--- src/gcd_pkg.sv ---
// ============================================================================
// gcd_pkg
// Shared types and constants of the great-circle distance core: fixed-point
// constants, CORDIC angle table, pipeline latencies and the queue item type.
// ============================================================================
package gcd_pkg;

    // Angle scale and arithmetic constants.
    localparam int ANGLE_FRAC_BITS_DEF = 20;
    localparam logic [31:0] TURN_PER_DEG_Q40 = 32'd3054198966;
    localparam logic [30:0] PI_Q29 = 31'd1686629713;
    localparam logic signed [33:0] CORDIC_GAIN_Q30 = 34'sd652032874;
    localparam logic [23:0] RADIUS_RESET = 24'd6371000;
    localparam logic [25:0] DIST_MAX = 26'h3FFFFFF;
    localparam logic [63:0] ONE_Q60 = 64'd1 << 60;

    // Pipeline shape.
    localparam int CORDIC_ITERS = 31;
    localparam int SQRT_STEPS = 32;
    localparam int ROT_LAT = CORDIC_ITERS + 1;
    localparam int MUL_LAT = 4;
    localparam int SQRT_LAT = SQRT_STEPS;
    localparam int VEC_LAT = CORDIC_ITERS;
    localparam int POST_LAT = 3;
    localparam int BACK_LAT = ROT_LAT + MUL_LAT + SQRT_LAT + VEC_LAT + POST_LAT;

    // Queue between the front and the back.
    localparam int QUEUE_DEPTH = 4;
    localparam int QUEUE_AW = $clog2(QUEUE_DEPTH);
    localparam int QUEUE_CW = $clog2(QUEUE_DEPTH + 1);

    // Arctangent of 2^-i in binary-angle units (2^32 is one turn).
    localparam logic [31:0] ATAN_TURNS [CORDIC_ITERS] = '{
        32'd536870912, 32'd316933406, 32'd167458907, 32'd85004756, 32'd42667331,
        32'd21354465, 32'd10679838, 32'd5340245, 32'd2670163, 32'd1335087,
        32'd667544, 32'd333772, 32'd166886, 32'd83443, 32'd41722, 32'd20861,
        32'd10430, 32'd5215, 32'd2608, 32'd1304, 32'd652, 32'd326, 32'd163,
        32'd81, 32'd41, 32'd20, 32'd10, 32'd5, 32'd3, 32'd1, 32'd1
    };

    // One word in the queue: the four binary angles of a point pair.
    typedef struct packed {
        logic [31:0] lat1;
        logic [31:0] lat2;
        logic [31:0] half_dlat;
        logic [31:0] half_dlon;
    } angles_t;

    // Queue status seen by the front and the back.
    typedef struct packed {
        logic                valid;
        logic                room;
        logic [QUEUE_CW-1:0] count;
    } q_stat_t;

endpackage

--- src/gcd_queue.sv ---
// ============================================================================
// gcd_queue
// Short first-in first-out queue of angle words between the front and the
// back, so that either side can stall on its own.
// ============================================================================
module gcd_queue (
    input  logic              clk,
    input  logic              rst_n,
    input  logic              push,
    input  gcd_pkg::angles_t  push_data,
    input  logic              pop,
    output gcd_pkg::angles_t  head,
    output gcd_pkg::q_stat_t  stat
);

    gcd_pkg::angles_t                  mem_reg [gcd_pkg::QUEUE_DEPTH];
    logic [gcd_pkg::QUEUE_AW-1:0]      wr_ptr_reg, wr_ptr_next;
    logic [gcd_pkg::QUEUE_AW-1:0]      rd_ptr_reg, rd_ptr_next;
    logic [gcd_pkg::QUEUE_CW-1:0]      count_reg, count_next;

    // Storage write.
    always_ff @(posedge clk)
    begin
        if (push)
        begin
            mem_reg[wr_ptr_reg] <= push_data;
        end
    end

    // Pointer and fill count update.
    always_comb
    begin
        wr_ptr_next = push ? wr_ptr_reg + 1'b1 : wr_ptr_reg;
        rd_ptr_next = pop ? rd_ptr_reg + 1'b1 : rd_ptr_reg;
        count_next  = count_reg + gcd_pkg::QUEUE_CW'(push) - gcd_pkg::QUEUE_CW'(pop);
    end

    always_ff @(posedge clk or negedge rst_n)
    begin
        if (!rst_n)
        begin
            wr_ptr_reg <= '0;
            rd_ptr_reg <= '0;
            count_reg  <= '0;
        end
        else
        begin
            wr_ptr_reg <= wr_ptr_next;
            rd_ptr_reg <= rd_ptr_next;
            count_reg  <= count_next;
        end
    end

    assign head       = mem_reg[rd_ptr_reg];
    assign stat.valid = (count_reg != '0);
    assign stat.room  = (count_reg <= gcd_pkg::QUEUE_CW'(gcd_pkg::QUEUE_DEPTH - 2));
    assign stat.count = count_reg;

endmodule

--- config.mk ---
export PLATFORM = sky130hd
export DESIGN_NAME = gcd_queue
export DESIGN_NICKNAME = d
export VERILOG_FILES = /design/src/gcd_pkg.sv /design/src/gcd_queue.sv
export SDC_FILE = /design/constraint.sdc
export NUM_CORES = 1
export LEC_CHECK = 0
export ABC_AREA = 0
export BUFFER_PORTS_ARGS = -buffer_cell sky130_fd_sc_hd__buf_2
export CAP_MARGIN = 20
export CELL_PAD_IN_SITES_DETAIL_PLACEMENT = 0
export CELL_PAD_IN_SITES_GLOBAL_PLACEMENT = 2
export CORE_MARGIN = 3
export CORE_UTILIZATION = 25
export DETAILED_ROUTE_END_ITERATION = 10
export PLACE_DENSITY = 0.48
export SLEW_MARGIN = 20
export SYNTH_ARGS = -nofsm -noshare
export SYNTH_HDL_FRONTEND = slang
export SYNTH_SLANG_ARGS = --single-unit
export TNS_END_PERCENT = 20
--- constraint.sdc ---
create_clock -name clk -period 5.5 [get_ports clk]
set_clock_uncertainty 0.05 [all_clocks]
set_input_delay 0.275 -clock clk [delete_from_list [all_inputs] [get_ports clk]]
set_output_delay 0.275 -clock clk [all_outputs]
set_load 0.03 [all_outputs]
==> summary.log, run 1 <==
[setup_path] crit path kind flop to primary output
[cts] Max clock buf depth 3
[power] power per cell area 561.7 nW/µm²
[finish] layout cell share with drive strength beyond 1 41.66%
[yosys] Post-Syn Instances 705
[yosys] Yosys Warn Count 0
[global_routing] antenna violations before repair 4
[yosys] number of storage elements in the synthesis netlist 519
[setup_path] worst setup path endpoint head[47]
[finish] area added between synthesis and finish 30.55%
[timing] worst relative slew slack 38.45%
[timing] Max Transition Viols Final 0
[yosys] mean instance size in the synthesized netlist 26.77 µm²
[setup_path] kind of end point of the critical path primary output
[outcome] status finished, final reports clean
[drt] Remaining DRCs 0
[power] static leakage power 8.359 nW
[timing] f_max 316.9 MHz
[setup_path] startpoint kind of the worst setup timing path flop
[setup_path] worst reg2reg startpoint wr_ptr_reg[0]
[timing] final count of hold timing violations 0
[cts] number of buffers added for setup after CTS 0
[global_routing] vias in the first global route 10006
[cts] clock transition at the register clock pins on the worst setup and hold paths after CTS 0.06 ns
[cts] H-Tree Level Count 2
[setup_path] end of the worst register-to-register path mem_reg[3][78]
[die] height of the chip 280.7 µm
[die] effective utilization at floorplan 25.31%
[yosys] post-synthesis cell area 18870 µm²
[global_routing] residual overflow from global routing 0
[drt] violation count after the first detailed-route iteration 361
[yosys] proportion of netlist area held by the largest area contributor 81.47%
[yosys] most area-hungry cell type in the Yosys netlist sky130_fd_sc_hd__edfxtp_1
[drt] Final Routed Wirelength 42880 µm
[cts] number of buffers inserted for hold repair after clock tree synthesis 132
[cts] Num Clock Sinks 519
[global_routing] pin count of the biggest net entering global routing 129
[cts] post-CTS sizing 0
[timing] final critical delay including setup and external delays 3.155 ns
[placement] port bufs 264
[global_routing] Tot GR Track Use 10.84%
[yosys] Area contributors post-synth sky130_fd_sc_hd__edfxtp_1 (81%), sky130_fd_sc_hd__mux4_2 (15%), sky130_fd_sc_hd__dfrtp_1 (0.93%), sky130_fd_sc_hd__buf_6 (0.66%), sky130_fd_sc_hd__ha_1 (0.46%)
[timing] final count of negative-setup-slack endpoints 0
[cts] clock insertion delay at the later pin of the skew report 0.59 ns
[die] total I/O pin count 265
[drt] detailed-router iteration count before antenna repair 4
[finish] final core utilization 33.04%
[die] die width 280.7 µm
[setup_path] data arrival time at the worst-slack endpoint 2.83 ns
[finish] number of flip-flops in the largest register 512
[die] core area 74570 µm²
[finish] filler cell count 7124
[timing] actual slew at the worst max-slew pin 0.9232 ns
[min_path] type of the most critical hold path input port to flop
[yosys] count of different cell masters after synthesis 17
[drt] total via count after detailed routing 8888
[cts] buffer type at the clock tree root sky130_fd_sc_hd__clkbuf_16
[placement] Post-DP HPWL 23760 µm
[power] Peak VDD IR 0.0002630 V
[cts] number of buffers inserted during clock tree synthesis 58
[setup_path] launch point of the critical path rd_ptr_reg[0]
[drt] post-detailed-route count of antenna-violating nets 0
[finish] Post-layout nets 1283
[setup_path] reg2reg path depth 4
[drt] routed wire length per instance 19.83 µm
[placement] weighted congestion reported at the end of routability-driven placement 0.6516
[timing] setup tns final 0 ns
[yosys] Post-Synthesis Net Count 845
[setup_path] critical path fanouts, max 54
[cts] clock tree from TritonCTS yes
[die] area of the die 78810 µm²
[yosys] proportion of synthesized chip area in sequential cells 82.40%
[setup_path] worst reg-to-reg setup slack 3.04 ns
[drt] Via density 4.109
[min_path] launch instance of the worst min-delay path push_data[8]
[flow_run] maxcap violations 0
[global_routing] wire length of the first global-routing pass 63570 µm
[timing] RSZ-0062 raised after global routing no
[setup_path] required time worst endpoint 5.18 ns
[die] total number of placement rows 100
[timing] final period utilization 57.37%
## logic make-up after synthesis
group,Yosys count,synth area share (%)
AOI/OAI and AO/OA,2,0.07292
buffers and inverters,37,1.293
muxes,128,15.28
and+or+nand+nor,7,0.1989
adders and majority gates,8,0.5702
DFF,519,82.40
xor gates and xnor gates,4,0.1857
## where the power goes
| part | total, mW | switching [mW] | internal [mW] |
|---|---|---|---|
| logic | 4.54 | 2.93 | 1.61 |
| registers | 5.44 | 0.258 | 5.18 |
| clock network | 3.86 | 1.51 | 2.35 |
| total | 13.8 | 4.70 | 9.13 |
## how the worst min path moves through the flow
| stage | depth (start not counted) | end |
|---|---|---|
| 3_3_place_gp | 1 | count_reg[0] |
| 5_1_grt | 2 | mem_reg[2][84] |
| 2_1_floorplan | 0 | count_reg[0] |
| 4_1_cts | 2 | mem_reg[3][103] |
| 6_report | 2 | mem_reg[0][8] |
| 3_5_place_dp | 1 | count_reg[0] |
## metrics by stage
stage / power (mW) / worst slack [ns] / cell area (µm²) / std cells / hold slack, ns
3_5_place_dp: 10.19 / 2.878 / 21370 / 1920 / 0.08177
3_3_place_gp: 10.17 / 2.878 / 21370 / 1920 / 0.07966
4_1_cts: 14.21 / 2.215 / 24630 / 2162 / 0.3204
5_1_grt: 14.58 / 2.143 / 24630 / 2162 / 0.3416
2_1_floorplan: 8.763 / 1.395 / 18870 / 705 / -0.07059
6_report: 13.84 / 2.345 / 24640 / 2163 / 0.3765
## critical path, cell delays in order (launching register included)
cell	delay, ns
sky130_fd_sc_hd__dfrtp_4	0.84
sky130_fd_sc_hd__buf_12	0.46
sky130_fd_sc_hd__mux4_2	0.63
sky130_fd_sc_hd__buf_2	0.21
## per-layer routing
layer | global-route usage (%) | share of wire (%)
met2 | 19.22 | 51
met1 | 12.93 | 41
met4 | 2.813 | 2.0
met5 | 0 | 0.030
met3 | 3.107 | 5.5
## final cells by class
type,count,area [µm²],area share (%)
flip-flops and latches,519,15560,63.15
clock buffers,76,1623,6.587
diodes,1,2.502,0.01016
clock inverters,34,324.1,1.315
well taps,969,1212,4.921
repair buffers,407,2800,11.37
inverters,8,30.03,0.1219
multi-input cells,149,3087,12.53
## synth_stat cells, drive strengths merged
library cell / instances
inv: 8
nand3: 1
xor2: 3
buf: 27
mux4: 128
a31o: 1
ha: 7
and2: 4
fa: 1
dfrtp: 7
edfxtp: 512
nand2: 2
o21ai: 1
clkbuf: 2
xnor2: 1
## cell usage in the layout, fill, tap and decap left out
master,synthesis,layout
sky130_fd_sc_hd__edfxtp_1,512,512
sky130_fd_sc_hd__buf_2,15,264
sky130_fd_sc_hd__dlygate4sd3_1,0,132
sky130_fd_sc_hd__mux4_2,128,128
sky130_fd_sc_hd__clkbuf_16,0,61
sky130_fd_sc_hd__clkinv_1,0,12
sky130_fd_sc_hd__clkbuf_1,2,11
sky130_fd_sc_hd__clkinv_2,0,10
sky130_fd_sc_hd__inv_1,8,8
sky130_fd_sc_hd__ha_1,7,7
sky130_fd_sc_hd__bufinv_16,0,6
sky130_fd_sc_hd__buf_12,0,6
sky130_fd_sc_hd__dfrtp_1,7,5
sky130_fd_sc_hd__buf_4,1,5
sky130_fd_sc_hd__and2_4,0,4
sky130_fd_sc_hd__clkbuf_8,0,4
sky130_fd_sc_hd__xor2_1,3,3
sky130_fd_sc_hd__clkinvlp_4,0,3
sky130_fd_sc_hd__clkinv_4,0,3
sky130_fd_sc_hd__nand2_1,2,2
sky130_fd_sc_hd__dfrtp_4,0,2
sky130_fd_sc_hd__diode_2,0,1
sky130_fd_sc_hd__nand3_1,1,1
sky130_fd_sc_hd__a31o_2,1,1
sky130_fd_sc_hd__o21ai_0,1,1
sky130_fd_sc_hd__xnor2_1,1,1
sky130_fd_sc_hd__fa_1,1,1
Power figures use the tool's default switching activity.
==> inputs of run 2 (changes only) <==
PLACE_DENSITY = 0.5   (was 0.48)
clock period = 2.7 ns   (was 5.5 ns; I/O delays follow)
==> run 2 against run 1 <==
  * Worst setup slack lost 2.2 ns
  * Core utilization increased by 0.73 points
  * Critical path depth grew 1
  * Sequential power grew 100%
  * Cell area rose by 2.2%
  * Worst hold slack worse by 0.14 ns
  * Total power is 110% higher
  * Largest power group unchanged
==> summary.log, run 2 (synthesis results as in run 1) <==
[timing] final count of hold timing violations 0
[die] total I/O pin count 265
[finish] fin area 25180 µm²
[setup_path] cell chain of the critical path buf_12, buf_4, mux4_2, buf_2
[setup_path] kind of end point of the critical path primary output
[cts] number of buffers added for setup after CTS 0
[cts] clock tree from TritonCTS yes
[finish] area added between synthesis and finish 33.44%
[global_routing] pin count of the biggest net entering global routing 51
[drt] violation count after the first detailed-route iteration 500
[setup_path] critical path fanouts, max 15
[die] total number of placement rows 100
[power] Tot Pwr 28.98 mW
[drt] total via count after detailed routing 9139
[finish] area used by multi-input combinational logic 3087 µm²
[cts] number of buffers inserted during clock tree synthesis 58
[outcome] status finished, final reports clean
[timing] RSZ-0062 raised after global routing no
[die] height of the chip 280.7 µm
[cts] Max clock buf depth 3
[finish] layout cell share with drive strength beyond 1 43.88%
[power] static leakage power 8.626 nW
[timing] final period utilization 92.89%
[global_routing] residual overflow from global routing 0
[timing] actual slew at the worst max-slew pin 0.4461 ns
[finish] flip-flop and latch area 15560 µm²
[placement] weighted congestion reported at the end of routability-driven placement 0.6792
[cts] Num Clock Sinks 519
[drt] post-detailed-route count of antenna-violating nets 0
[setup_path] data arrival time at the worst-slack endpoint 2.32 ns
[timing] worst relative slew slack 70.26%
[setup_path] required time worst endpoint 2.52 ns
[timing] Max Transition Viols Final 0
[timing] final critical delay including setup and external delays 2.508 ns
[cts] post-CTS sizing 0
[setup_path] number of buffer and inverter instances along the worst setup path 3
[die] area of the die 78810 µm²
[setup_path] kind of cell with the highest combined delay on the critical path buffers and inverters
[power] Peak VDD IR 0.0005439 V
[drt] Final Routed Wirelength 43940 µm
[drt] Remaining DRCs 0
[setup_path] crit path kind flop to primary output
[die] die width 280.7 µm
[placement] port bufs 264
[power] power per cell area 1151 nW/µm²
[global_routing] antenna violations before repair 7
[finish] filler cell count 7129
[cts] H-Tree Level Count 2
[timing] final count of negative-setup-slack endpoints 0
[drt] detailed-router iteration count before antenna repair 4
[cts] clock transition at the register clock pins on the worst setup and hold paths after CTS 0.06 ns
[setup_path] slowest library cell on the worst path sky130_fd_sc_hd__dfrtp_4
[timing] f_max 398.7 MHz
[setup_path] startpoint kind of the worst setup timing path flop
[global_routing] Tot GR Track Use 11.24%
[finish] top library cells by usage in the layout, fill and taps aside sky130_fd_sc_hd__edfxtp_1 (512), sky130_fd_sc_hd__buf_2 (264), sky130_fd_sc_hd__dlygate4sd3_1 (132)
[flow_run] maxcap violations 0
[cts] clock insertion delay at the later pin of the skew report 0.58 ns
[setup_path] worst stage delay on the critical path 0.56 ns
[cts] buffer type at the clock tree root sky130_fd_sc_hd__clkbuf_16
[placement] Post-DP HPWL 27520 µm
[placement] instance area after placement 21850 µm²
[drt] routed wire length per instance 19.99 µm
[min_path] type of the most critical hold path input port to flop
[timing] post-route worst hold slack 0.2401 ns
[finish] most common library cell in the layout ignoring fill and taps sky130_fd_sc_hd__edfxtp_1
[finish] number of flip-flops in the largest register 512
[finish] Post-layout nets 1316
[global_routing] vias in the first global route 10305
[die] core area 74570 µm²
[drt] Via density 4.158
[global_routing] wire length of the first global-routing pass 66250 µm
[die] effective utilization at floorplan 25.31%
-- run 2: changes by cell type in the layout (fill, tap and decap cells not counted), sizes merged --
cell,previous run,this run
inv,8,9
clkinv,25,29
buf,275,308
diode,1,3
clkinvlp,3,5
bufinv,6,9
clkbuf,76,66
-- run 2: cell type report --
| class | count | area share (%) |
|---|---|---|
| Timing Repair Buffer | 440 | 13.05 |
| Clock inverter | 44 | 1.814 |
| Tap cell | 969 | 4.815 |
| Antenna cell | 3 | 0.02981 |
| Clock buffer | 66 | 6.136 |
| Multi-Input combinational cell | 149 | 12.26 |
| Sequential cell | 519 | 61.78 |
| Inverter | 8 | 0.1192 |
-- run 2: worst paths after layout --
kind | startpoint | end | cells past startpoint | slack (ns)
worst max register to register | wr_ptr_reg[0] | mem_reg[2][125] | 5 | 0.90
worst min register to register | wr_ptr_reg[0] | wr_ptr_reg[0] | 1 | 0.48
worst min-delay path | push_data[102] | mem_reg[3][102] | 2 | 0.24
max in group asynchronous | rst_n | rd_ptr_reg[0] | 3 | 1.84
min in group asynchronous | rst_n | wr_ptr_reg[0] | 3 | 0.47
worst max-delay path | rd_ptr_reg[0] | head[100] | 4 | 0.19
-- run 2: layer usage --
| layer | GRT usage (%) | vias up | share of wire, % |
|---|---|---|---|
| li1 | - | 4010 | - |
| met1 | 13.86 | 4838 | 41 |
| met2 | 18.89 | 216 | 49 |
| met3 | 3.962 | 71 | 7.4 |
| met4 | 2.813 | 4 | 1.9 |
| met5 | 0 | - | 0.061 |
-- run 2: per-stage QoR --
step	setup TNS (ns)	cells	worst slack (ns)	util [%]
4_1_cts	0	2195	0.05336	33.76
3_3_place_gp	0	1953	0.7366	29.30
6_report	0	2198	0.1919	33.77
5_1_grt	0	2196	0.02352	33.76
3_5_place_dp	0	1953	0.7256	29.30
2_1_floorplan	-526.76	705	-1.405	-
-- run 2: report_power, final --
part	switching [mW]	internal, mW
clock	3.14	4.95
combinational	6.26	3.74
sequential	0.363	10.5
total	9.76	19.2
-- run 2: worst register-to-register path, delay by kind of cell (launching register included) --
family,cells,cell delay (ns)
buffers and inverters,3,0.59
and+or+nand+nor,1,0.31
adders and majority gates,1,0.14
DFF,1,0.42
-- run 2: repair_timing --
action,4_1_cts,5_1_grt
endpoints found under the setup margin,0,0
hold buffers,132,0
hold endpoints to repair,524,0
==> inputs of run 3 (changes only) <==
CORE_MARGIN = 4   (was 3)
CORE_UTILIZATION = 49   (was 25)
PLACE_DENSITY = 0.84   (was 0.5)
clock period = 2.9 ns   (was 2.7 ns; I/O delays follow)
==> run 3 against run 2 <==
  * First-iteration DRC count rose by 13%
  * Wire length down 14%
  * Largest power group unchanged
  * Sequential power down 6%
  * Largest cell class unchanged
  * Worst setup slack better by 0.046 ns
  * Combinational power fell by 13%
  * Critical endpoint is now head[99]
  * Cell area is 4.6% lower
  * Register-to-register slack improved by 0.11 ns
  * Total power decreased by 12%
  * Non-clock buffer count fell by 18
  * Flip-flop and latch count did not move
  * Critical path type unchanged
  * Core utilization grew 30 points
  * Cell count shrank 22%
==> summary.log, run 3 (synthesis results as in run 1) <==
[placement] placed instance count 1477
[min_path] type of the most critical hold path input port to flop
[die] total number of placement rows 71
[die] effective utilization at floorplan 49.86%
[drt] routed wire length per instance 22.16 µm
[setup_path] crit path kind flop to primary output
[finish] final core utilization 63.49%
[drt] violation count after the first detailed-route iteration 564
[finish] most common library cell in the layout ignoring fill and taps sky130_fd_sc_hd__edfxtp_1
[placement] instance area after placement 21040 µm²
[cts] number of buffers added for setup after CTS 0
[global_routing] antenna violations before repair 3
[timing] final critical delay including setup and external delays 2.662 ns
[outcome] status finished, final reports clean
[timing] worst relative slew slack 59.09%
[timing] final count of hold timing violations 0
[finish] top library cells by usage in the layout, fill and taps aside sky130_fd_sc_hd__edfxtp_1 (512), sky130_fd_sc_hd__buf_2 (264), sky130_fd_sc_hd__dlygate4sd3_1 (132)
[timing] final period utilization 91.81%
[placement] weighted congestion reported at the end of routability-driven placement 0.7258
[cts] buffer type at the clock tree root sky130_fd_sc_hd__clkbuf_16
[setup_path] kind of end point of the critical path primary output
[setup_path] required time worst endpoint 2.71 ns
[timing] Worst Slack Setup Final 0.2376 ns
[timing] Max Transition Viols Final 0
[cts] clock tree from TritonCTS yes
[die] area of the die 41720 µm²
[cts] clock insertion delay at the later pin of the skew report 0.56 ns
[power] static leakage power 8.334 nW
[flow_run] maxcap violations 0
[drt] Remaining DRCs 0
[die] height of the chip 204.2 µm
[drt] Via density 5.301
[die] die width 204.2 µm
[drt] total via count after detailed routing 9043
[placement] Post-DP HPWL 22600 µm
[finish] area added between synthesis and finish 27.32%
[cts] clock transition at the register clock pins on the worst setup and hold paths after CTS 0.06 ns
[die] core area 37840 µm²
[setup_path] data arrival time at the worst-slack endpoint 2.47 ns
[placement] port bufs 264
[setup_path] critical path fanouts, max 25
[die] total I/O pin count 265
[setup_path] startpoint kind of the worst setup timing path flop
[global_routing] residual overflow from global routing 0
[timing] f_max 375.6 MHz
[global_routing] Tot GR Track Use 18.39%
[finish] fin area 24030 µm²
[global_routing] vias in the first global route 9994
[placement] post-placement setup slack 0.7807 ns
[global_routing] pin count of the biggest net entering global routing 62
[drt] detailed-router iteration count before antenna repair 5
[cts] Max clock buf depth 3
[timing] actual slew at the worst max-slew pin 0.6136 ns
[cts] number of buffers inserted during clock tree synthesis 52
[finish] Final Non-Filler Cells 1706
[cts] Num Clock Sinks 519
[drt] post-detailed-route count of antenna-violating nets 0
[timing] final count of negative-setup-slack endpoints 0
[cts] H-Tree Level Count 2
[power] Peak VDD IR 0.0007072 V
[timing] setup tns final 0 ns
[global_routing] wire length of the first global-routing pass 58410 µm
[finish] number of flip-flops in the largest register 512
[timing] RSZ-0062 raised after global routing no
[drt] Final Routed Wirelength 37810 µm
[power] power per cell area 1058 nW/µm²
[finish] layout cell share with drive strength beyond 1 42.07%
[finish] Post-layout nets 1292
run 3: cell count changes in the layout (fill, tap and decap cells not counted), sizes merged:
cell      before  now
clkinvlp       5    3
inv            9    8
clkinv        29   21
clkbuf        66   64
buf          308  290
bufinv         9    5
diode          3    4
run 3: final cells by class:
cell class | count | area (µm²)
multi-input combinational | 149 | 3087
tap | 511 | 639.4
fill | 2561 | 13820
inverter | 8 | 30.03
timing repair buffer | 422 | 3050
clock inverter | 29 | 285.3
clock buffer | 64 | 1368
antenna | 4 | 10.01
sequential | 519 | 15560
run 3: worst max-delay path, stage by stage, from the launching register on:
cell and delay [ns]:
sky130_fd_sc_hd__dfrtp_4 0.80, sky130_fd_sc_hd__buf_4 0.33, sky130_fd_sc_hd__mux4_2 0.55, sky130_fd_sc_hd__buf_2 0.20
run 3: report_power, final:
group | switching (mW) | internal (mW) | total, mW
Sequential | 0.485 | 9.80 | 10.3
Combinational | 5.44 | 3.29 | 8.73
Clock | 2.62 | 3.79 | 6.41
Total | 8.54 | 16.9 | 25.4
run 3: final timing paths:
kind                                    start              to  slack (ns)  cells after the start
worst min register to register  wr_ptr_reg[0]   wr_ptr_reg[0]        0.48                      1
worst max register to register  wr_ptr_reg[1]  mem_reg[1][74]        1.01                      4
max in group asynchronous               rst_n   rd_ptr_reg[0]        2.01                      3
worst min-delay path            push_data[95]  mem_reg[3][95]        0.27                      2
worst max-delay path            rd_ptr_reg[0]        head[99]        0.24                      3
min in group asynchronous               rst_n   rd_ptr_reg[1]        0.50                      3
run 3: metal layers:
metal | routed length [µm] | GRT usage [%] | vias up
li1 | - | - | 3960
met1 | 14630 | 23.19 | 4758
met4 | 755 | 5.121 | 0
met3 | 2610 | 4.792 | 51
met2 | 19810 | 31.96 | 274
met5 | 0 | 0 | -
run 3: repair_timing:
action                    4_1_cts  5_1_grt
hold buffers                  132        0
hold endpoints to repair      524        0
resized for setup               0        0
run 3: stage by stage:
step           total power, mW  hold WS (ns)
2_1_floorplan            16.60       -0.2006
3_3_place_gp             19.11      -0.06050
3_5_place_dp             19.21      -0.05821
4_1_cts                  25.79        0.2331
5_1_grt                  26.61        0.2563
6_report                 25.43        0.2733
